$ cat src/hw/rtl/bpc_pkg.sv
// Shared types, constants and arithmetic helpers for the barometric compensation block.
// No dependencies.
`default_nettype none
package bpc_pkg;
  typedef struct packed {
    logic [15:0] raw_temperature;
    logic [23:0] raw_pressure;
  } bpc_in_t;

  typedef struct packed {
    logic signed [31:0] temperature_tenths;
    logic signed [31:0] pressure_pa;
    logic calibration_invalid;
    logic divide_fault;
  } bpc_out_t;

  typedef struct packed {
    logic [15:0] raw_temperature;
    logic [23:0] raw_pressure;
    logic [1:0] oss;
  } bpc_job_t;

  localparam logic [1:0] CFG_GROUP_A = 2'd0;
  localparam logic [1:0] CFG_GROUP_B = 2'd1;
  localparam logic [1:0] CFG_GROUP_C = 2'd2;
  localparam logic [1:0] CFG_OSS = 2'd3;
  localparam int QueueDepth = 2;

  typedef enum logic [3:0] {
    ST_IDLE, ST_X1, ST_DIVT, ST_WAITT, ST_B6, ST_SQ, ST_P1, ST_P2, ST_P3, ST_B4,
    ST_DIVP, ST_WAITP, ST_C1, ST_C2, ST_C3, ST_DONE
  } bpc_state_t;

  function automatic logic [31:0] sx16(input logic [15:0] v);
    sx16 = {{16{v[15]}}, v};
  endfunction

  function automatic logic [31:0] asr(input logic [31:0] x, input logic [4:0] n);
    asr = 32'($signed(x) >>> n);
  endfunction
endpackage
`default_nettype wire

$ cat src/hw/rtl/baro_pressure_temp_compensation.sv
// Top level of the barometric compensation block: configuration registers,
// front queue and back datapath. Depends on bpc_pkg, bpc_front, bpc_back.
//
// Usage:
//   A request (raw temperature and pressure) is taken on a clock edge where
//   in_start is high and in_busy is low. Requests go into a two-entry queue;
//   in_busy is high only while the queue is full.
//   Each request gives one result on out_data, marked by out_valid for one
//   cycle. The receiver cannot stall.
//   The back end works on one request at a time: both divisions use the shared
//   bit-serial divider, and the sequencer runs the multiply steps around them.
//   Further requests wait in the queue meanwhile. A zero temperature divisor
//   skips both divisions and a zero pressure divisor skips the second; the
//   sequencer then goes straight to the result, with divide_fault set.
//   Configuration is written through cfg_we, cfg_index and cfg_wdata while the
//   block is idle and applies to the next request.
//   Synchronous reset clears the queue and sequencer, coefficients to 0 and
//   oversampling to 3.
`default_nettype none
module baro_pressure_temp_compensation import bpc_pkg::*; (
  input  wire logic        clk,
  input  wire logic        rst_n,
  input  wire logic        in_start,
  output logic             in_busy,
  input  wire bpc_in_t     in_data,
  output logic             out_valid,
  output bpc_out_t         out_data,
  input  wire logic        cfg_we,
  input  wire logic [1:0]  cfg_index,
  input  wire logic [63:0] cfg_wdata
);
  logic [63:0] cal_a_r, cal_b_r;
  logic [47:0] cal_c_r;
  logic [1:0]  oss_r;
  logic        full, avail, pop;
  bpc_job_t    head;

  always_ff @(posedge clk) begin
    if (!rst_n) begin
      cal_a_r <= '0;
      cal_b_r <= '0;
      cal_c_r <= '0;
      oss_r <= 2'd3;
    end else if (cfg_we) begin
      case (cfg_index)
        CFG_GROUP_A: cal_a_r <= cfg_wdata;
        CFG_GROUP_B: cal_b_r <= cfg_wdata;
        CFG_GROUP_C: cal_c_r <= cfg_wdata[47:0];
        CFG_OSS:     oss_r <= cfg_wdata[1:0];
        default: ;
      endcase
    end
  end

  assign in_busy = full;

  bpc_front u_front (
    .clk(clk), .rst_n(rst_n), .push(in_start && !full), .in_data(in_data),
    .oss(oss_r), .full(full), .pop(pop), .avail(avail), .head(head)
  );

  bpc_back u_back (
    .clk(clk), .rst_n(rst_n), .avail(avail), .job(head), .pop(pop),
    .cal_a(cal_a_r), .cal_b(cal_b_r), .cal_c(cal_c_r),
    .out_valid(out_valid), .out_data(out_data)
  );
endmodule
`default_nettype wire

$ cat src/hw/rtl/bpc_div.sv
// Iterative unsigned 32-bit divider, one quotient bit per cycle.
// Depends on bpc_pkg.
`default_nettype none
module bpc_div import bpc_pkg::*; (
  input  wire logic        clk,
  input  wire logic        rst_n,
  input  wire logic        go,
  input  wire logic [31:0] dividend,
  input  wire logic [31:0] divisor,
  output logic             done,
  output logic [31:0]      quotient
);
  logic [31:0] rem_r, rem_nxt, q_r, q_nxt, d_r;
  logic [5:0]  cnt_r, cnt_nxt;
  logic        run_r, run_nxt, done_r, done_nxt;
  logic [32:0] trial;

  always_comb begin
    rem_nxt = rem_r;
    q_nxt = q_r;
    cnt_nxt = cnt_r;
    run_nxt = run_r;
    done_nxt = 1'b0;
    trial = {rem_r, q_r[31]} - {1'b0, d_r};
    if (go) begin
      rem_nxt = '0;
      q_nxt = dividend;
      cnt_nxt = 6'd32;
      run_nxt = 1'b1;
    end else if (run_r) begin
      if (!trial[32]) begin
        rem_nxt = trial[31:0];
        q_nxt = {q_r[30:0], 1'b1};
      end else begin
        rem_nxt = {rem_r[30:0], q_r[31]};
        q_nxt = {q_r[30:0], 1'b0};
      end
      cnt_nxt = cnt_r - 6'd1;
      if (cnt_r == 6'd1) begin
        run_nxt = 1'b0;
        done_nxt = 1'b1;
      end
    end
  end

  always_ff @(posedge clk) begin
    if (!rst_n) begin
      run_r <= 1'b0;
      done_r <= 1'b0;
      cnt_r <= '0;
    end else begin
      run_r <= run_nxt;
      done_r <= done_nxt;
      cnt_r <= cnt_nxt;
    end
    rem_r <= rem_nxt;
    q_r <= q_nxt;
    if (go) d_r <= divisor;
  end

  assign done = done_r;
  assign quotient = q_r;
endmodule
`default_nettype wire

$ cat src/hw/rtl/bpc_front.sv
// Front end: accepts requests, captures oversampling and queues them.
// Depends on bpc_pkg.
`default_nettype none
module bpc_front import bpc_pkg::*; (
  input  wire logic     clk,
  input  wire logic     rst_n,
  input  wire logic     push,
  input  wire bpc_in_t  in_data,
  input  wire logic [1:0] oss,
  output logic          full,
  input  wire logic     pop,
  output logic          avail,
  output bpc_job_t      head
);
  bpc_job_t q_r [QueueDepth];
  logic rd_r, wr_r;
  logic [1:0] cnt_r;

  always_ff @(posedge clk) begin
    if (!rst_n) begin
      rd_r <= 1'b0;
      wr_r <= 1'b0;
      cnt_r <= '0;
    end else begin
      if (push) wr_r <= ~wr_r;
      if (pop) rd_r <= ~rd_r;
      cnt_r <= cnt_r + {1'b0, push} - {1'b0, pop};
    end
    if (push) q_r[wr_r] <= '{in_data.raw_temperature, in_data.raw_pressure, oss};
  end

  assign full = cnt_r == 2'(QueueDepth);
  assign avail = cnt_r != 2'd0;
  assign head = q_r[rd_r];
endmodule
`default_nettype wire

$ cat src/hw/rtl/bpc_back.sv
// Back end: sequenced compensation datapath with a shared iterative divider.
// Depends on bpc_pkg and bpc_div.
`default_nettype none
module bpc_back import bpc_pkg::*; (
  input  wire logic        clk,
  input  wire logic        rst_n,
  input  wire logic        avail,
  input  wire bpc_job_t    job,
  output logic             pop,
  input  wire logic [63:0] cal_a,
  input  wire logic [63:0] cal_b,
  input  wire logic [47:0] cal_c,
  output logic             out_valid,
  output bpc_out_t         out_data
);
  bpc_state_t st_r, st_nxt;
  logic [31:0] ac1, ac2, ac3, ac4, ac5, ac6, b1, b2, mb, mc, md;
  logic [31:0] x1_r, b5_r, b6_r, sq_r, x3_r, b3_r, p_r, t_r, y_r, up_r;
  logic [1:0]  oss_r;
  logic [15:0] ut_r;
  logic        neg_r, big_r, fault_r;
  logic        dgo, ddone;
  logic [31:0] dnum, dden, dq, mta, mtb, prod;
  logic [31:0] divt, ma, qs;
  logic [31:0] b4_full, b4_w;

  assign ac1 = sx16(cal_a[63:48]);
  assign ac2 = sx16(cal_a[47:32]);
  assign ac3 = sx16(cal_a[31:16]);
  assign ac4 = {16'd0, cal_a[15:0]};
  assign ac5 = {16'd0, cal_b[63:48]};
  assign ac6 = {16'd0, cal_b[47:32]};
  assign b1 = sx16(cal_b[31:16]);
  assign b2 = sx16(cal_b[15:0]);
  assign mb = sx16(cal_c[47:32]);
  assign mc = sx16(cal_c[31:16]);
  assign md = sx16(cal_c[15:0]);
  assign divt = x1_r + md;
  assign ma = (mc << 11);

  bpc_div u_div (
    .clk(clk), .rst_n(rst_n), .go(dgo), .dividend(dnum), .divisor(dden),
    .done(ddone), .quotient(dq)
  );

  always_comb begin
    st_nxt = st_r;
    case (st_r)
      ST_IDLE:  if (avail) st_nxt = ST_X1;
      ST_X1:    st_nxt = ST_DIVT;
      ST_DIVT:  st_nxt = (divt == 32'd0) ? ST_DONE : ST_WAITT;
      ST_WAITT: if (ddone) st_nxt = ST_B6;
      ST_B6:    st_nxt = ST_SQ;
      ST_SQ:    st_nxt = ST_P1;
      ST_P1:    st_nxt = ST_P2;
      ST_P2:    st_nxt = ST_P3;
      ST_P3:    st_nxt = ST_B4;
      ST_B4:    st_nxt = ST_DIVP;
      ST_DIVP:  st_nxt = (b4_w == 32'd0) ? ST_DONE : ST_WAITP;
      ST_WAITP: if (ddone) st_nxt = ST_C1;
      ST_C1:    st_nxt = ST_C2;
      ST_C2:    st_nxt = ST_C3;
      ST_C3:    st_nxt = ST_DONE;
      ST_DONE:  st_nxt = ST_IDLE;
      default:  st_nxt = ST_IDLE;
    endcase
  end

  always_comb begin
    pop = (st_r == ST_IDLE) && avail;
    dgo = 1'b0;
    dnum = '0;
    dden = '0;
    if (st_r == ST_DIVT && divt != 32'd0) begin
      dgo = 1'b1;
      dnum = ma[31] ? 32'(0 - ma) : ma;
      dden = divt[31] ? 32'(0 - divt) : divt;
    end
    if (st_r == ST_DIVP && b4_w != 32'd0) begin
      dgo = 1'b1;
      dnum = prod[31] ? prod : {prod[30:0], 1'b0};
      dden = b4_w;
    end
  end

  always_comb begin
    mta = '0;
    mtb = '0;
    case (st_r)
      ST_X1:   begin mta = {16'd0, ut_r} - ac6; mtb = ac5; end
      ST_SQ:   begin mta = b6_r; mtb = b6_r; end
      ST_P1:   begin mta = b2; mtb = sq_r; end
      ST_P2:   begin mta = ac2; mtb = b6_r; end
      ST_P3:   begin mta = ac3; mtb = b6_r; end
      ST_B4:   begin mta = b1; mtb = sq_r; end
      ST_DIVP: begin mta = up_r - b3_r; mtb = 32'd50000 >> oss_r; end
      ST_C1:   begin mta = asr(qs, 5'd8); mtb = asr(qs, 5'd8); end
      ST_C2:   begin mta = y_r; mtb = 32'd3038; end
      ST_C3:   begin mta = 32'(0 - 7357); mtb = p_r; end
      default: begin mta = '0; mtb = '0; end
    endcase
    prod = 32'(mta * mtb);
  end

  assign qs = big_r ? {dq[30:0], 1'b0} : dq;
  assign b4_full = 32'(ac4 * (asr(x1_r + y_r + 32'd2, 5'd2) + 32'd32768));
  assign b4_w = b4_full >> 15;

  always_ff @(posedge clk) begin
    if (!rst_n) begin
      st_r <= ST_IDLE;
      out_valid <= 1'b0;
    end else begin
      st_r <= st_nxt;
      out_valid <= st_r == ST_DONE;
    end
    case (st_r)
      ST_IDLE: begin
        ut_r <= job.raw_temperature;
        up_r <= 32'({8'd0, job.raw_pressure} >> (4'd8 - {2'd0, job.oss}));
        oss_r <= job.oss;
        fault_r <= 1'b0;
        t_r <= '0;
        p_r <= '0;
      end
      ST_X1: x1_r <= asr(prod, 5'd15);
      ST_DIVT: begin
        neg_r <= ma[31] ^ divt[31];
        if (divt == 32'd0) fault_r <= 1'b1;
      end
      ST_WAITT: if (ddone) b5_r <= x1_r + (neg_r ? 32'(0 - dq) : dq);
      ST_B6: begin
        t_r <= asr(b5_r + 32'd8, 5'd4);
        b6_r <= b5_r - 32'd4000;
      end
      ST_SQ: sq_r <= asr(prod, 5'd12);
      ST_P1: x1_r <= asr(prod, 5'd11);
      ST_P2: x3_r <= x1_r + asr(prod, 5'd11);
      ST_P3: begin
        b3_r <= asr((((ac1 << 2) + x3_r) << oss_r) + 32'd2, 5'd2);
        x1_r <= asr(prod, 5'd13);
      end
      ST_B4: y_r <= asr(prod, 5'd16);
      ST_DIVP: begin
        big_r <= prod[31];
        if (b4_w == 32'd0) fault_r <= 1'b1;
      end
      ST_C1: begin
        p_r <= qs;
        y_r <= prod;
      end
      ST_C2: y_r <= asr(prod, 5'd16);
      ST_C3: p_r <= p_r + asr(y_r + asr(prod, 5'd16) + 32'd3791, 5'd4);
      ST_DONE: begin
        out_data.temperature_tenths <= fault_r ? '0 : t_r;
        out_data.pressure_pa <= fault_r ? '0 : p_r;
        out_data.divide_fault <= fault_r;
        out_data.calibration_invalid <= (ac1 == 0) || (ac2 == 0) || (ac3 == 0) ||
          (ac4 == 0) || (ac5 == 0) || (ac6 == 0) || (b1 == 0) || (b2 == 0) ||
          (mb == 0) || (mc == 0) || (md == 0);
      end
      default: ;
    endcase
  end
endmodule
`default_nettype wire
$ cat config.mk
export PLATFORM = sky130hd
export DESIGN_NAME = baro_pressure_temp_compensation
export DESIGN_NICKNAME = d
export VERILOG_FILES = /design/src/hw/rtl/bpc_pkg.sv /design/src/hw/rtl/baro_pressure_temp_compensation.sv /design/src/hw/rtl/bpc_div.sv /design/src/hw/rtl/bpc_front.sv /design/src/hw/rtl/bpc_back.sv
export SDC_FILE = /design/constraint.sdc
export NUM_CORES = 2
export LEC_CHECK = 0
export ABC_CLOCK_PERIOD_IN_PS = 32500
export BUFFER_PORTS_ARGS = -buffer_cell sky130_fd_sc_hd__buf_2
export CORE_MARGIN = 5
export CORE_UTILIZATION = 50
export DETAILED_ROUTE_END_ITERATION = 16
export PLACE_DENSITY = 0.73
export SLEW_MARGIN = 20
export SYNTH_ARGS = -nofsm -noshare
export SYNTH_HDL_FRONTEND = slang
export SYNTH_SLANG_ARGS = --single-unit
$ cat constraint.sdc
create_clock -name clk -period 32.5 [get_ports clk]
set_clock_uncertainty 0.15 [all_clocks]
set_input_delay 6.5 -clock clk [delete_from_list [all_inputs] [get_ports clk]]
set_output_delay 6.5 -clock clk [all_outputs]
set_load 0.03 [all_outputs]
==> flow_metrics.env <==
export IMPL_layout_drive_gt1_share_pct=7.59
export IMPL_critPathSlowestCell="dfxtp_1"
export IMPL_overflow=0
export IMPL_design_area_sq_um=80500
export IMPL_finalCritPeriodShare_pct=57.1
export IMPL_critPathMaxFanout=69
export IMPL_final_common_cell="inv_1"
export IMPL_final_min_clock_period_ns=18.57
export IMPL_rsz0062_at_grt="false"
export IMPL_async_reset_ff_share_pct=0
export IMPL_maxCapViolCount=0
export IMPL_peakVddDrop_mv=0.0699
export IMPL_seq_power_share_pct=26.6
export IMPL_timing_fmax_mhz=53.8
export IMPL_reg2regPathDepth=64
export IMPL_ys_ff_latch=734
export IMPL_synth_compound_area_share_pct=12.6
export IMPL_wl_per_cell_um=24.3
export IMPL_internal_power_w=0.00293
export IMPL_synth_area_leader_cell="edfxtp_1"
export IMPL_antenna_found_initial=42
export IMPL_power_clock_fraction_pct=18.5
export IMPL_maxSlewViolCount=0
export IMPL_cts_hold_buf=0
export IMPL_fin_ws_ns=13.93
export IMPL_pwr_share_comb_pct=54.9
export IMPL_drtIter0Drc=6460
export IMPL_hold_depth=0
export IMPL_setup_viol=0
export IMPL_r2r_slack_ns=13.93
export IMPL_clock_path_buffers=3
export IMPL_placed_cells=9976
export IMPL_synth_area_per_cell_sq_um=9.17
export IMPL_p_leak_nw=33.9
export IMPL_synthMuxAreaShare_pct=2.29
export IMPL_tightestPinTransition_ns=1.23
export IMPL_switching_share_pct=46.9
export IMPL_yosysWarnings=0
export IMPL_io_buffers=173
export IMPL_path_clk_slew_ns=0.07
export IMPL_die_y_um=396
export IMPL_synth_seq_area_share_pct=26.6
export IMPL_vias=60800
export IMPL_multiInputGateArea_sq_um=49400
export IMPL_holdPathEnd="u_back.b6_r[1]"
export IMPL_synthDistinctLibCells=102
export IMPL_start_util_pct=50.3
export IMPL_synth_top_family_by_area="adder cells"
export IMPL_yosys_top_cells_area="edfxtp_1 (20%), fa_1 (19%), ha_1 (8.8%), dfxtp_1 (6.1%), inv_1 (5.5%)"
export IMPL_drt_wl_total_um=247000
export IMPL_hp_class="flip-flop to flip-flop"
export IMPL_r2r_end="u_back.p_r[31]"
export IMPL_drt_antenna_violating_nets=0
export IMPL_drt_first_pass_iters=8
export IMPL_postCtsSetupBuffers=0
export IMPL_finalSetupTns_ns=0
export IMPL_cts_num_sinks=734
export IMPL_area_sequential_sq_um=19800
export IMPL_timing_slew_headroom_pct=17.7
export IMPL_crit_top_cell="xnor2_1"
export IMPL_cts_root_buf="clkbuf_16"
export IMPL_synth_cells=8113
export IMPL_fin_nets=9488
export IMPL_required_ns=32.80
export IMPL_synth_adder_area_share_pct=28.2
export IMPL_synth_top_area_share_pct=20.4
export IMPL_slowest_delay_ns=0.97
export IMPL_final_cell_mix="inv_1 (1,083), nand2_1 (1,006), fa_1 (720), nor2_1 (619), ha_1 (526)"
export IMPL_grt_pass1_wl_um=367000
export IMPL_worstSkewPairLatency_ns=0.74
export IMPL_fp_row_count=141
export IMPL_r2r_start="u_back.st_r[0]"
export IMPL_post_dp_hpwl_um=193000
export IMPL_hold_start="u_back.b5_r[1]"
export IMPL_gp_congestion=0.995
export IMPL_fill_cells=13200
export IMPL_yosys_area_share_simple_pct=16.8
export IMPL_dpl_cell_area_sq_um=77400
export IMPL_ios=178
export IMPL_area_growth_syn_to_layout_pct=8.23
export IMPL_via_per_inst=5.98
export IMPL_final_hold_viol_count=0
export IMPL_htree_num_levels=3
export IMPL_first_global_vias=58800
export IMPL_grt_max_degree=102
export IMPL_synth_xor_area_share_pct=6.04
export IMPL_die_area_sq_um=157000
export IMPL_coreArea_sq_um=148000
export IMPL_grt_use_total_pct=30.9
export IMPL_cts_tree="yes"
export IMPL_critPathKind="flip-flop to flip-flop"
export IMPL_switching_power_w=0.00259
export IMPL_endpoint_kind="flip-flop"
export IMPL_cts_resized=0
export IMPL_drc=0
export IMPL_syn_cell_area_sq_um=74400
export IMPL_finalPower_w=0.00552
export IMPL_cellPowerDensity_nw_per_um2=68.5
export IMPL_ys_flop_type="edfxtp_1"
export IMPL_die_width_um=396
export IMPL_synth_edf_count=506
export IMPL_critical_path_arrival_ns=18.87
export IMPL_worstSetupStartpointType="flip-flop"
export IMPL_cts_buffers=84
export IMPL_status="complete, no violations"
export IMPL_place_ws_ns=14.32
export IMPL_fin_cells=10200
worst max-delay path, delay by kind of cell, from the launching register on:
family          cells  cell delay (ns)
flops               1             0.97
fa+ha+maj          11             4.85
xor+xnor           17             3.87
simple gates       16             2.83
buf+inv             6             1.32
compound gates     14             4.21
metal layers:
| metal | vias up | share of wire [%] | wire length [um] | GRT usage (%) |
|---|---|---|---|---|
| li1 | 27100 | - | - | - |
| met1 | 29700 | 40 | 97800 | 41.2 |
| met2 | 3321 | 42 | 104000 | 45.6 |
| met3 | 645 | 13 | 31300 | 10.2 |
| met4 | 12 | 5.8 | 14400 | 14.9 |
| met5 | - | 0.048 | 118 | 0.216 |
power by group through the flow:
stage	Combinational, W	Sequential [W]	Clock, W
finish	0.00303	0.00147	0.00102
global route	0.00328	0.00147	0.00107
CTS	0.00297	0.00145	0.00103
detailed placement	0.00294	0.00147	0
global placement	0.00288	0.00146	0
floorplan	0.00206	0.00134	0
registers in the layout, summed over array words and instances (netlist names), 28 cells and up, named ones only:
register / count
u_back.b3_r: 30
u_back.x3_r: 32
u_back.t_r: 28
u_back.u_div.d_r: 32
cal_c_r: 48
u_back.p_r: 32
u_back.b6_r: 32
u_back.y_r: 32
cal_a_r: 64
u_back.u_div.quotient: 32
u_back.out_data: 62
u_back.u_div.rem_r: 32
u_back.b5_r: 32
cal_b_r: 64
u_front.q_r: 76
per-stage QoR:
step / hold WS [ns] / util, %
after floorplan: 0.250 / -
after global placement: 0.254 / 52.4
final: 0.262 / 54.4
after CTS: 0.244 / 54.4
after global routing: 0.265 / 54.4
after detailed placement: 0.270 / 52.4
layout make-up:
class,count,share of cell area [%]
Antenna cell,31,0.0964
Clock buffer,108,2.89
Clock inverter,49,0.824
Inverter,1090,5.08
Multi-Input combinational cell,5929,61.3
Sequential cell,734,24.6
Tap cell,1930,3.00
Timing Repair Buffer,293,2.20
Yosys cell counts (49+ instances only):
library cell / number
nor4_1: 67
nor3_1: 92
and3_1: 61
nand2b_1: 86
xor2_1: 150
nor2_1: 625
fa_1: 720
and2_1: 265
dfxtp_1: 228
a21o_1: 68
a21boi_0: 204
o21bai_1: 56
o21ai_0: 215
clkbuf_1: 308
nor2b_1: 140
nand2_1: 1006
a211oi_1: 64
ha_1: 526
mux2_2: 57
xnor2_1: 332
inv_1: 1083
mux2i_1: 97
nand4_1: 49
edfxtp_1: 506
a21oi_1: 284
nand3_1: 89
worst max path at each step:
stage / slack (ns) / startpoint / cells after the start / end
2_1_floorplan: 16.91 / u_back.st_r[0] / 67 / u_back.p_r[31]
3_3_place_gp: 14.40 / u_back.st_r[0] / 63 / u_back.p_r[31]
3_5_place_dp: 14.32 / u_back.st_r[0] / 63 / u_back.p_r[31]
4_1_cts: 14.22 / u_back.st_r[0] / 63 / u_back.p_r[31]
5_1_grt: 13.14 / u_back.st_r[0] / 65 / u_back.p_r[31]
6_report: 13.93 / u_back.st_r[0] / 64 / u_back.p_r[31]
cell families (layout without fill, tap and decap cells):
family / Yosys count / after routing
other cells: 1 / 40
fa+ha+maj: 1246 / 1246
buf+inv: 1458 / 1540
flops: 734 / 734
mux: 158 / 158
compound gates: 1370 / 1370
xor+xnor: 494 / 494
simple gates: 2652 / 2652
No activity file was read; power rests on OpenSTA's default activity.
